--- config.mk ---
export PLATFORM = sky130hd
export DESIGN_NAME = priority_track_table_core
export DESIGN_NICKNAME = d
export VERILOG_FILES = /design/src/rtl/ptt_pkg.sv /design/src/rtl/ptt_cell.sv /design/src/rtl/ptt_ctrl.sv /design/src/rtl/priority_track_table_core.sv
export SDC_FILE = /design/constraint.sdc
export NUM_CORES = 1
export LEC_CHECK = 0
export BUFFER_PORTS_ARGS = -buffer_cell sky130_fd_sc_hd__buf_4
export CAP_MARGIN = 40
export CORE_ASPECT_RATIO = 1.25
export CORE_MARGIN = 2
export CORE_UTILIZATION = 35
export DETAILED_ROUTE_END_ITERATION = 12
export HOLD_SLACK_MARGIN = 0.1
export SLEW_MARGIN = 5
export SYNTH_ARGS = -nofsm -noshare
export SYNTH_HDL_FRONTEND = slang
export SYNTH_SLANG_ARGS = --single-unit
--- constraint.sdc ---
create_clock -name clk -period 4.46 [get_ports clk]
set_clock_uncertainty 0.2 [all_clocks]
set_input_delay 0.223 -clock clk [delete_from_list [all_inputs] [get_ports clk]]
set_output_delay 0.223 -clock clk [all_outputs]
set_load 0.03 [all_outputs]
--- src/rtl/ptt_pkg.sv ---
// ----------------------------------------------------------------------------
// ptt_pkg
// Shared types and constants for the priority track table: transaction
// payloads, status codes, the packet that walks the slot chain and the
// commit commands broadcast to every slot.
// ----------------------------------------------------------------------------
package ptt_pkg;

  localparam int NUM_SLOTS_DEF = 8;

  typedef enum logic {
    OP_START = 1'b0,
    OP_STOP  = 1'b1
  } op_t;

  typedef enum logic [2:0] {
    ST_STARTED  = 3'd0,
    ST_QUEUED   = 3'd1,
    ST_FULL     = 3'd2,
    ST_STOPPED  = 3'd3,
    ST_NOTFOUND = 3'd4
  } status_t;

  typedef enum logic {
    PASS_SCAN  = 1'b0,
    PASS_CLAIM = 1'b1
  } pass_mode_t;

  typedef struct packed {
    op_t        op;
    logic [7:0] track_code;
    logic [7:0] track_priority;
  } in_item_t;

  typedef struct packed {
    status_t    status;
    logic       selection_changed;
    logic       playing;
    logic [7:0] playing_code;
  } out_item_t;

  typedef struct packed {
    logic       valid;
    pass_mode_t mode;
    logic [7:0] code;
    logic [7:0] prio;
    logic       match;
    logic       match_cur;
    logic       free;
    logic [7:0] top_prio;
    logic [7:0] best_code;
  } scan_pkt_t;

  typedef struct packed {
    logic       write_new;
    logic       select_new;
    logic       clear_hit;
    logic       clear_cur;
    logic [7:0] code;
    logic [7:0] prio;
  } cell_cmd_t;

endpackage

--- src/rtl/ptt_cell.sv ---
// ----------------------------------------------------------------------------
// ptt_cell
// One table slot: holds a code, a priority and the current-selection flag,
// updates the packet passing down the chain and applies commit commands.
// ----------------------------------------------------------------------------
module ptt_cell
  import ptt_pkg::*;
(
  input  logic      clk,
  input  logic      rst_n,
  input  scan_pkt_t pkt_in,
  output scan_pkt_t pkt_out,
  input  cell_cmd_t cmd
);

  logic [7:0] code_r;
  logic [7:0] prio_r;
  logic       cur_r;
  logic       hit_sel_r;
  logic       free_sel_r;
  scan_pkt_t  pkt_r;
  scan_pkt_t  pkt_nxt;

  logic       is_scan;
  logic       hit;
  logic       is_free;
  logic       first_hit;
  logic       first_free;
  logic [7:0] eff_prio;
  logic       claim_hit;

  assign is_scan    = pkt_in.valid && (pkt_in.mode == PASS_SCAN);
  assign hit        = (code_r == pkt_in.code) && (prio_r == pkt_in.prio);
  assign is_free    = (code_r == 8'd0) && (prio_r == 8'd0);
  assign first_hit  = hit && !pkt_in.match;
  assign first_free = is_free && !pkt_in.free;
  assign eff_prio   = first_hit ? 8'd0 : prio_r;
  assign claim_hit  = pkt_in.valid && (pkt_in.mode == PASS_CLAIM) && !pkt_in.match &&
                      !hit_sel_r && (prio_r == pkt_in.top_prio);

  always_comb begin
    pkt_nxt = pkt_in;
    if (pkt_in.mode == PASS_SCAN) begin
      pkt_nxt.match     = pkt_in.match | hit;
      pkt_nxt.match_cur = pkt_in.match_cur | (first_hit & cur_r);
      pkt_nxt.free      = pkt_in.free | is_free;
      if (eff_prio > pkt_in.top_prio) begin
        pkt_nxt.top_prio  = eff_prio;
        pkt_nxt.best_code = code_r;
      end
    end else begin
      pkt_nxt.match = pkt_in.match | claim_hit;
    end
  end

  always_ff @(posedge clk) begin
    if (!rst_n) begin
      code_r     <= 8'd0;
      prio_r     <= 8'd0;
      cur_r      <= 1'b0;
      hit_sel_r  <= 1'b0;
      free_sel_r <= 1'b0;
      pkt_r      <= '0;
    end else begin
      pkt_r <= pkt_nxt;
      if (is_scan) begin
        hit_sel_r  <= first_hit;
        free_sel_r <= first_free;
      end
      if (cmd.write_new && free_sel_r) begin
        code_r <= cmd.code;
        prio_r <= cmd.prio;
      end else if (cmd.clear_hit && hit_sel_r) begin
        code_r <= 8'd0;
        prio_r <= 8'd0;
      end
      if (cmd.clear_cur) begin
        cur_r <= 1'b0;
      end
      if (cmd.select_new) begin
        cur_r <= free_sel_r;
      end
      if (claim_hit) begin
        cur_r <= 1'b1;
      end
    end
  end

  assign pkt_out = pkt_r;

endmodule

--- src/rtl/ptt_ctrl.sv ---
// ----------------------------------------------------------------------------
// ptt_ctrl
// Sequencer: launches scan and claim passes down the slot chain, decides
// each transaction from the returning packet and holds the selection copy.
// ----------------------------------------------------------------------------
module ptt_ctrl
  import ptt_pkg::*;
(
  input  logic      clk,
  input  logic      rst_n,
  input  logic      start,
  output logic      busy,
  input  in_item_t  in_data,
  output logic      out_valid,
  output out_item_t out_data,
  output scan_pkt_t pkt_out,
  input  scan_pkt_t pkt_in,
  output cell_cmd_t cmd
);

  typedef enum logic [1:0] {
    S_IDLE,
    S_SCAN,
    S_CLAIM
  } state_t;

  state_t     state_r;
  in_item_t   req_r;
  out_item_t  out_r;
  logic       out_valid_r;
  scan_pkt_t  pkt_r;
  cell_cmd_t  cmd_r;
  logic       cur_valid_r;
  logic [7:0] cur_prio_r;
  logic [7:0] cur_code_r;

  out_item_t  out_nxt;
  scan_pkt_t  scan_launch;
  scan_pkt_t  claim_launch;
  logic       write_new;
  logic       select_new;
  logic       clear_hit;
  logic       rescan;

  always_comb begin
    scan_launch       = '0;
    scan_launch.valid = 1'b1;
    scan_launch.mode  = PASS_SCAN;
    scan_launch.code  = in_data.track_code;
    scan_launch.prio  = in_data.track_priority;

    claim_launch          = '0;
    claim_launch.valid    = 1'b1;
    claim_launch.mode     = PASS_CLAIM;
    claim_launch.top_prio = pkt_in.top_prio;
  end

  always_comb begin
    out_nxt.status            = ST_QUEUED;
    out_nxt.selection_changed = 1'b0;
    out_nxt.playing           = cur_valid_r;
    out_nxt.playing_code      = cur_code_r;
    write_new                 = 1'b0;
    select_new                = 1'b0;
    clear_hit                 = 1'b0;
    rescan                    = 1'b0;
    if (req_r.op == OP_START) begin
      if (pkt_in.match) begin
        out_nxt.status = ST_QUEUED;
      end else if (!pkt_in.free) begin
        out_nxt.status = ST_FULL;
      end else begin
        out_nxt.status = ST_STARTED;
        write_new      = 1'b1;
        if (!cur_valid_r || (cur_prio_r < req_r.track_priority)) begin
          select_new                = 1'b1;
          out_nxt.selection_changed = 1'b1;
          out_nxt.playing           = 1'b1;
          out_nxt.playing_code      = req_r.track_code;
        end
      end
    end else begin
      if (!pkt_in.match) begin
        out_nxt.status = ST_NOTFOUND;
      end else begin
        out_nxt.status = ST_STOPPED;
        clear_hit      = 1'b1;
        if (pkt_in.match_cur) begin
          rescan                    = 1'b1;
          out_nxt.selection_changed = 1'b1;
          out_nxt.playing           = (pkt_in.top_prio != 8'd0);
          out_nxt.playing_code      = (pkt_in.top_prio != 8'd0) ? pkt_in.best_code : 8'd0;
        end
      end
    end
  end

  always_ff @(posedge clk) begin
    if (!rst_n) begin
      state_r     <= S_IDLE;
      out_valid_r <= 1'b0;
      pkt_r       <= '0;
      cmd_r       <= '0;
      cur_valid_r <= 1'b0;
      cur_prio_r  <= 8'd0;
      cur_code_r  <= 8'd0;
    end else begin
      out_valid_r <= 1'b0;
      pkt_r.valid <= 1'b0;
      cmd_r       <= '0;
      unique case (state_r)
        S_IDLE: begin
          if (start) begin
            req_r   <= in_data;
            pkt_r   <= scan_launch;
            state_r <= S_SCAN;
          end
        end
        S_SCAN: begin
          if (pkt_in.valid) begin
            out_r            <= out_nxt;
            cmd_r.write_new  <= write_new;
            cmd_r.select_new <= select_new;
            cmd_r.clear_hit  <= clear_hit;
            cmd_r.clear_cur  <= rescan;
            cmd_r.code       <= req_r.track_code;
            cmd_r.prio       <= req_r.track_priority;
            if (select_new) begin
              cur_valid_r <= 1'b1;
              cur_prio_r  <= req_r.track_priority;
              cur_code_r  <= req_r.track_code;
            end
            if (rescan) begin
              cur_valid_r <= out_nxt.playing;
              cur_prio_r  <= pkt_in.top_prio;
              cur_code_r  <= out_nxt.playing_code;
            end
            if (rescan && out_nxt.playing) begin
              pkt_r   <= claim_launch;
              state_r <= S_CLAIM;
            end else begin
              out_valid_r <= 1'b1;
              state_r     <= S_IDLE;
            end
          end
        end
        S_CLAIM: begin
          if (pkt_in.valid) begin
            out_valid_r <= 1'b1;
            state_r     <= S_IDLE;
          end
        end
        default: begin
          state_r <= S_IDLE;
        end
      endcase
    end
  end

  assign busy      = (state_r != S_IDLE);
  assign out_valid = out_valid_r;
  assign out_data  = out_r;
  assign pkt_out   = pkt_r;
  assign cmd       = cmd_r;

`ifndef SYNTHESIS
  a_accept_busy: assert property (@(posedge clk) disable iff (!rst_n)
    (start && !busy) |=> busy)
    else $error("busy not raised after accepted transaction");

  a_out_idle: assert property (@(posedge clk) disable iff (!rst_n)
    out_valid |-> !busy)
    else $error("result strobed while still busy");

  a_off_code: assert property (@(posedge clk) disable iff (!rst_n)
    (out_valid && !out_data.playing) |-> (out_data.playing_code == 8'd0))
    else $error("nonzero code while nothing playing");

  a_chain_busy: assert property (@(posedge clk) disable iff (!rst_n)
    pkt_in.valid |-> busy)
    else $error("packet returned from chain while idle");

  a_changed_status: assert property (@(posedge clk) disable iff (!rst_n)
    (out_valid && out_data.selection_changed) |->
      (out_data.status == ST_STARTED || out_data.status == ST_STOPPED))
    else $error("selection changed on refused transaction");
`endif

endmodule

--- src/rtl/priority_track_table_core.sv ---
// ----------------------------------------------------------------------------
// priority_track_table_core
// Table of track requests with priority selection, built as a chain of
// slot cells walked by a packet from a central sequencer.
// ----------------------------------------------------------------------------
//  channel  | ports                   | handshake
//  ---------+-------------------------+------------------------------------
//  input    | start, busy, in_data    | taken at an edge with start & !busy
//  result   | out_valid, out_data     | one-cycle strobe, cannot be stalled
//
//  A transaction sends one scan packet down the chain and back to the
//  sequencer; the packet moves one slot per cycle.
//  A stop that frees the playing slot and finds another track runs a second
//  pass to mark the winner.
//  Synchronous reset clears all slots and the selection.
//  busy stays high from accept until the result strobe.
// ----------------------------------------------------------------------------
module priority_track_table_core
  import ptt_pkg::*;
#(
  parameter int NUM_SLOTS = NUM_SLOTS_DEF
) (
  input  logic      clk,
  input  logic      rst_n,
  input  logic      start,
  output logic      busy,
  input  in_item_t  in_data,
  output logic      out_valid,
  output out_item_t out_data
);

  scan_pkt_t chain [NUM_SLOTS+1];
  cell_cmd_t cmd;

  ptt_ctrl u_ctrl (
    .clk       (clk),
    .rst_n     (rst_n),
    .start     (start),
    .busy      (busy),
    .in_data   (in_data),
    .out_valid (out_valid),
    .out_data  (out_data),
    .pkt_out   (chain[0]),
    .pkt_in    (chain[NUM_SLOTS]),
    .cmd       (cmd)
  );

  for (genvar i = 0; i < NUM_SLOTS; i++) begin : g_slot
    ptt_cell u_cell (
      .clk     (clk),
      .rst_n   (rst_n),
      .pkt_in  (chain[i]),
      .pkt_out (chain[i+1]),
      .cmd     (cmd)
    );
  end

endmodule
==> flow_summary.toml, run 1 <==
[timing]
setup_ws_ps = 393
timing.final.max_slew_violations = 0
clock.fmax_mhz = 246
setup_viol = 0
worstMarginPinSlew_ps = 1130
fin_crit_sh_pct = 91.2
fin_setup_tns_ps = 0
rsz0062_at_grt = "false"
relSlewSlack_pct = 24.5
period_needed_ps = 4070
hold_viol_final = 0
fin_hold_ws_ps = 146

[die]
chipHeight_um = 290
dieArea_um2 = 67500
num_rows = 104
coreArea_um2 = 64500
start_util_pct = 35.5
die_w_um = 233
io_pins = 35

[global_route]
antenna_found_initial = 0
grt_pass1_wl_um = 111000
grt_pass1_vias = 18176
grt_max_degree = 199
grt_overflow = 0
grt_usage_pct = 21.3

[setup_path]
r2r_end = "g_slot[1].u_cell.pkt_out[0]"
r2r_slack_ps = 390
cp-start-kind = "flip-flop"
crit_required_ps = 4770
reg2reg_from = "g_slot[1].u_cell.prio_r[1]"
crit_arrival_ps = 4380
endpoint_kind = "flip-flop"
worstRegToRegCells = 12
path_class = "flip-flop to flip-flop"
crit_path_max_fanout = 10

[clocking]
cts_tree = "done"
numCtsBuffers = 52
cts-root-buf = "clkbuf_16"
cts_sinks = 527
cts_buffer_depth = 3
clock_latency_ps = 610
post-cts-setup-buffer-count = 0
path_clk_slew_ps = 70
cts_htree_levels = 2

[yosys]
yosysTopAreaCell = "dfxtp_1"
ys_ff_latch = 527
yosysTopAreaCellShare_pct = 43.5
synth.distinct_cells = 61
yosysSeqAreaShare_pct = 47.4
synth-edff-count = 30
netlist_area_um2 = 22900
yosys_warnings = 0
synth_cells = 2471
synth-main-ff-cell = "dfxtp_1"
syn_nets = 2565
synthArstFlopShare_pct = 0
synthTopCellsByArea = "dfxtp_1, and2_1, xor2_1, a22oi_1, ha_1"
synth_area_per_cell_um2 = 9.27

[detailed_routing]
firstDrtPassIters = 7
drt-met1-wl_um = 30300
first_iter_violations = 1652
drc_errors = 0
via_per_inst = 5.48
via_count = 18386
ant_nets = 0
wl_per_cell_um = 21.7
dr_wl_met3_um = 3270
wl_met2_um = 35600
top_layer = "met4"
routed_wl_um = 72900

[pwr]
powerDensity_nw_per_um2 = 378
ir_drop_uv = 252
p_leak_nw = 10.5
power_mw = 9.89

[worst_hold_path]
holdPathEnd = "u_ctrl.req_r[0]"
hp-start = "in_data[0]"
hold_path_class = "primary input to flip-flop"
whs_path_depth = 2

[flow_run]
drv_cap = 0

[final_layout]
fin_cells = 3357
post-route-util_pct = 40.5
layout-drive-gt1-share_pct = 8.69
area_growth_pct = 14.1
insertedDiodeCount = 0
final_common_cell = "dfxtp_1"
final_nets = 2561
most-common-layout-cells = "dfxtp_1, nor2_1, and2_1"
final_area_um2 = 26100

[status]
run_status = "completed"

[placement]
placedInstanceArea_um2 = 24100
dp_hpwl_um = 52200
pre_cts_ws_ps = 412
gp_congestion = 0.939
portBuffers = 34
place_inst = 3242
## where the power goes
group / internal [mW] / total (mW) / switching (mW)
combinational: 0.0939 / 0.316 / 0.222
sequential: 4.79 / 4.85 / 0.0575
clock: 2.82 / 4.72 / 1.90
## cell type report
type	count	area [um^2]
fill	6404	38400
multi-input combinational	1685	11000
sequential	527	10900
clock buffer	71	1540
tap	848	1060
timing repair buffer	115	1030
clock inverter	25	332
inverter	86	330
## Yosys cell counts (3+ instances only)
cell and number:
edfxtp_1 30, nor4_1 62, buf_2 6, nand3b_1 15, a22oi_1 128, nor4_2 5, nor3b_1 7, nor2_1 202
a211oi_1 9, nand4_1 41, nand4_2 7, inv_1 86, a32o_1 8, xnor2_1 64, o211a_1 7, nand3_1 154
a21o_1 15, mux2i_1 17, and3b_1 7, clkbuf_2 3, ha_1 74, o21ai_0 103, dfxtp_1 497, a21oi_1 152
o21ai_1 7, buf_1 7, and4_1 8, nor2b_1 9, a22o_1 12, o31ai_2 5, o31a_1 7, buf_6 8
nand2b_1 19, nand2_1 100, and2_1 191, or2_1 7, o21a_1 12, clkbuf_1 148, o221ai_1 56, xor2_1 128
nor3_1 22
## critical path, cell delays in order, from the launching register on
cell,delay [ps]
dfxtp_1,480
xor2_1,110
nor4_1,440
nand4_2,320
or2_1,450
and2_1,220
ha_1,270
nor2b_1,130
o211a_1,220
o21ai_1,560
buf_4,280
nand3_1,80
a21oi_1,200
## logic make-up (layout without fill, tap and decap cells)
group,count (synthesis),count (layout),synth area share [%]
and+or+nand+nor,865,865,20.0
AOI/OAI and AO/OA,535,535,15.7
DFF,527,527,47.4
buffers and inverters,259,297,4.63
xor gates and xnor gates,192,192,7.34
adders and majority gates,74,74,4.04
muxes,19,19,0.841
## routing by layer
metal | vias up | GRT usage [%]
met5 | - | 0
li1 | 8682 | -
met4 | 0 | 10.5
met2 | 602 | 36.3
met3 | 182 | 2.81
met1 | 8920 | 26.2
## what timing repair did
item | 4_1_cts | 5_1_grt
hold endpoints to repair | 59 | 0
resized for setup | 0 | 0
hold buffers | 19 | 0
## flip-flops by register name, summed over array words and instances (netlist names), 13 cells and up
name,cells
u_ctrl.req_r,17
u_ctrl.pkt_out,26
g_slot.u_cell.code_r,64
u_ctrl.out_data,13
g_slot.u_cell.pkt_out,279
u_ctrl.cmd,20
g_slot.u_cell.prio_r,64
## how the worst max path moves through the flow
stage	startpoint	endpoint	slack, ps	depth (start not counted)
detailed placement	g_slot[6].u_cell.prio_r[5]	g_slot[6].u_cell.pkt_out[7]	410	11
global placement	g_slot[6].u_cell.code_r[2]	g_slot[6].u_cell.pkt_out[7]	460	11
floorplan	g_slot[6].u_cell.prio_r[0]	g_slot[6].u_cell.pkt_out[7]	1120	14
global route	g_slot[6].u_cell.code_r[2]	g_slot[6].u_cell.pkt_out[3]	110	11
CTS	g_slot[6].u_cell.code_r[2]	g_slot[6].u_cell.pkt_out[7]	410	11
finish	g_slot[1].u_cell.prio_r[1]	g_slot[1].u_cell.pkt_out[0]	390	12
Power figures use the tool's default switching activity.
==> inputs of run 2 (changes only) <==
--- a/config.mk
+++ b/config.mk
@@ -15,4 +15,5 @@
 export SLEW_MARGIN = 5
 export SYNTH_ARGS = -nofsm -noshare
 export SYNTH_HDL_FRONTEND = slang
+export SYNTH_HIERARCHICAL = 1
 export SYNTH_SLANG_ARGS = --single-unit
==> run 2 against run 1 <==
Sequential share of layout area is essentially flat. Clock power shrank 6.1%. Synthesized cell count is 0.53% lower. Setup slack better by 1.1 ps. Routed wire length grew 1.4%. Sequential power grew 2%. Largest power group unchanged.
==> flow_summary.toml, run 2 <==
[status]
run_status = "completed"

[setup_path]
worst-path-stages = 11
crit_arrival_ps = 4340
crit_path_max_fanout = 15
crit_required_ps = 4730
endpoint_kind = "flip-flop"
worstRegToRegCells = 11
max_stage_delay_ps = 660
crit_path_top_delay_cell = "nor4_1"
reg2reg_from = "g_slot[6].u_cell/code_r[4]"
r2r_end = "g_slot[6].u_cell/pkt_out[9]"
path_delay_family = "simple AND/OR/NAND/NOR gates"
crit_path_start = "g_slot[6].u_cell/code_r[4]"
r2r_slack_ps = 390
path_class = "flip-flop to flip-flop"
cp-start-kind = "flip-flop"
critPathBufInv = 0
crit_end = "g_slot[6].u_cell/pkt_out[9]"
cp_cell_sequence = "xor2_1 -> nor4_1 -> nand4_2 -> nor2_4 -> and2b_1 -> ha_1 -> nor2b_1 -> o211a_1 -> o21a_1 -> nor2_1 -> o31ai_1"

[final_layout]
final_nets = 2598
insertedDiodeCount = 0
largest_reg_flops = 279
final_common_cell = "dfxtp_1"
area_growth_pct = 14.1
layout-drive-gt1-share_pct = 8.30
most-common-layout-cells = "dfxtp_1, nor2_1, xor2_1"

[clocking]
cts-resized-gates = 0
numCtsBuffers = 51
cts_htree_levels = 2
clock_latency_ps = 610
cts_tree = "done"
path_clk_slew_ps = 60
cts-root-buf = "clkbuf_16"
cts_buffer_depth = 3
cts_sinks = 527

[detailed_routing]
via_per_inst = 5.55
firstDrtPassIters = 5
drc_errors = 0
via_count = 18808
routed_wl_um = 74000
wl_per_cell_um = 21.8
first_iter_violations = 1761
ant_nets = 0

[timing]
fin_hold_ws_ps = 137
fin_setup_tns_ps = 0
rsz0062_at_grt = "false"
hold_viol_final = 0
timing.final.max_slew_violations = 0
setup_viol = 0
worstMarginPinSlew_ps = 1020
fin_crit_sh_pct = 91.2
clock.fmax_mhz = 246
relSlewSlack_pct = 32.1
period_needed_ps = 4070

[die]
die_w_um = 233
coreArea_um2 = 64500
io_pins = 35
num_rows = 104
dieArea_um2 = 67500
start_util_pct = 35.5
chipHeight_um = 290

[global_route]
antenna_found_initial = 0
grt_usage_pct = 21.6
grt_max_degree = 84
grt_overflow = 0
grt_pass1_wl_um = 112000
grt_pass1_vias = 18503

[placement]
portBuffers = 34
dp_hpwl_um = 54100
gp_congestion = 0.933

[pwr]
powerDensity_nw_per_um2 = 378
p_leak_nw = 10.8
ir_drop_uv = 301

[yosys]
synth_area_per_cell_um2 = 9.32
synth_cells = 2458
netlist_area_um2 = 22900
yosys_warnings = 6

[flow_run]
drv_cap = 0

[worst_hold_path]
hold_path_class = "primary input to flip-flop"
run 2: worst min-delay path by stage:
stage,startpoint,end,slack [ps],cells past startpoint
global route,in_data[15],u_ctrl/req_r[15],130,2
CTS,in_data[16],u_ctrl/req_r[16],110,2
floorplan,in_data[0],u_ctrl/req_r[0],120,0
detailed placement,in_data[16],u_ctrl/req_r[16],200,1
global placement,in_data[16],u_ctrl/req_r[16],200,1
finish,in_data[16],u_ctrl/req_r[16],140,2
run 2: metrics by stage:
| stage | cells | cell area, um^2 | total power, mW | setup WS, ps | utilization (%) |
|---|---|---|---|---|---|
| final | 3390 | 26100 | 9.87 | 394 | 40.5 |
| after global routing | 3390 | 26100 | 10.2 | 167 | 40.5 |
| after CTS | 3390 | 26100 | 9.93 | 430 | 40.5 |
| after detailed placement | 3280 | 24200 | 5.52 | 439 | 37.5 |
| after global placement | 3263 | 23900 | 5.50 | 471 | 37.1 |
| after floorplan | 2468 | 22900 | 5.38 | 1440 | - |
run 2: what timing repair did:
action / 4_1_cts / 5_1_grt
setup endpoints to repair: 0 / 0
hold buffers: 19 / 0
setup buffers: 0 / 0
endpoints found under the hold margin: 73 / 0
run 2: layer usage:
| metal | track usage, % | wire length (um) | share of wire [%] |
|---|---|---|---|
| met3 | 3.10 | 4480 | 6.1 |
| met4 | 11.4 | 4140 | 5.6 |
| met1 | 26.4 | 29500 | 40 |
| met2 | 36.5 | 35800 | 48 |
| met5 | 0 | 0 | 0 |
run 2: cell type report:
class                   count  area, um^2
multi-input cells        1716       11100
clock inverters            17         218
clock buffers              74        1490
flip-flops and latches    527       10900
repair buffers            114        1070
inverters                  94         353
fillers                  6436       38400
well taps                 848        1060
run 2: where the power goes:
group	internal, mW	leakage [nW]	total [mW]	switching, mW
Combinational	0.163	5.62	0.487	0.324
Sequential	4.84	4.29	4.95	0.103
Clock	2.56	0.843	4.43	1.88
Total	7.56	10.8	9.87	2.30
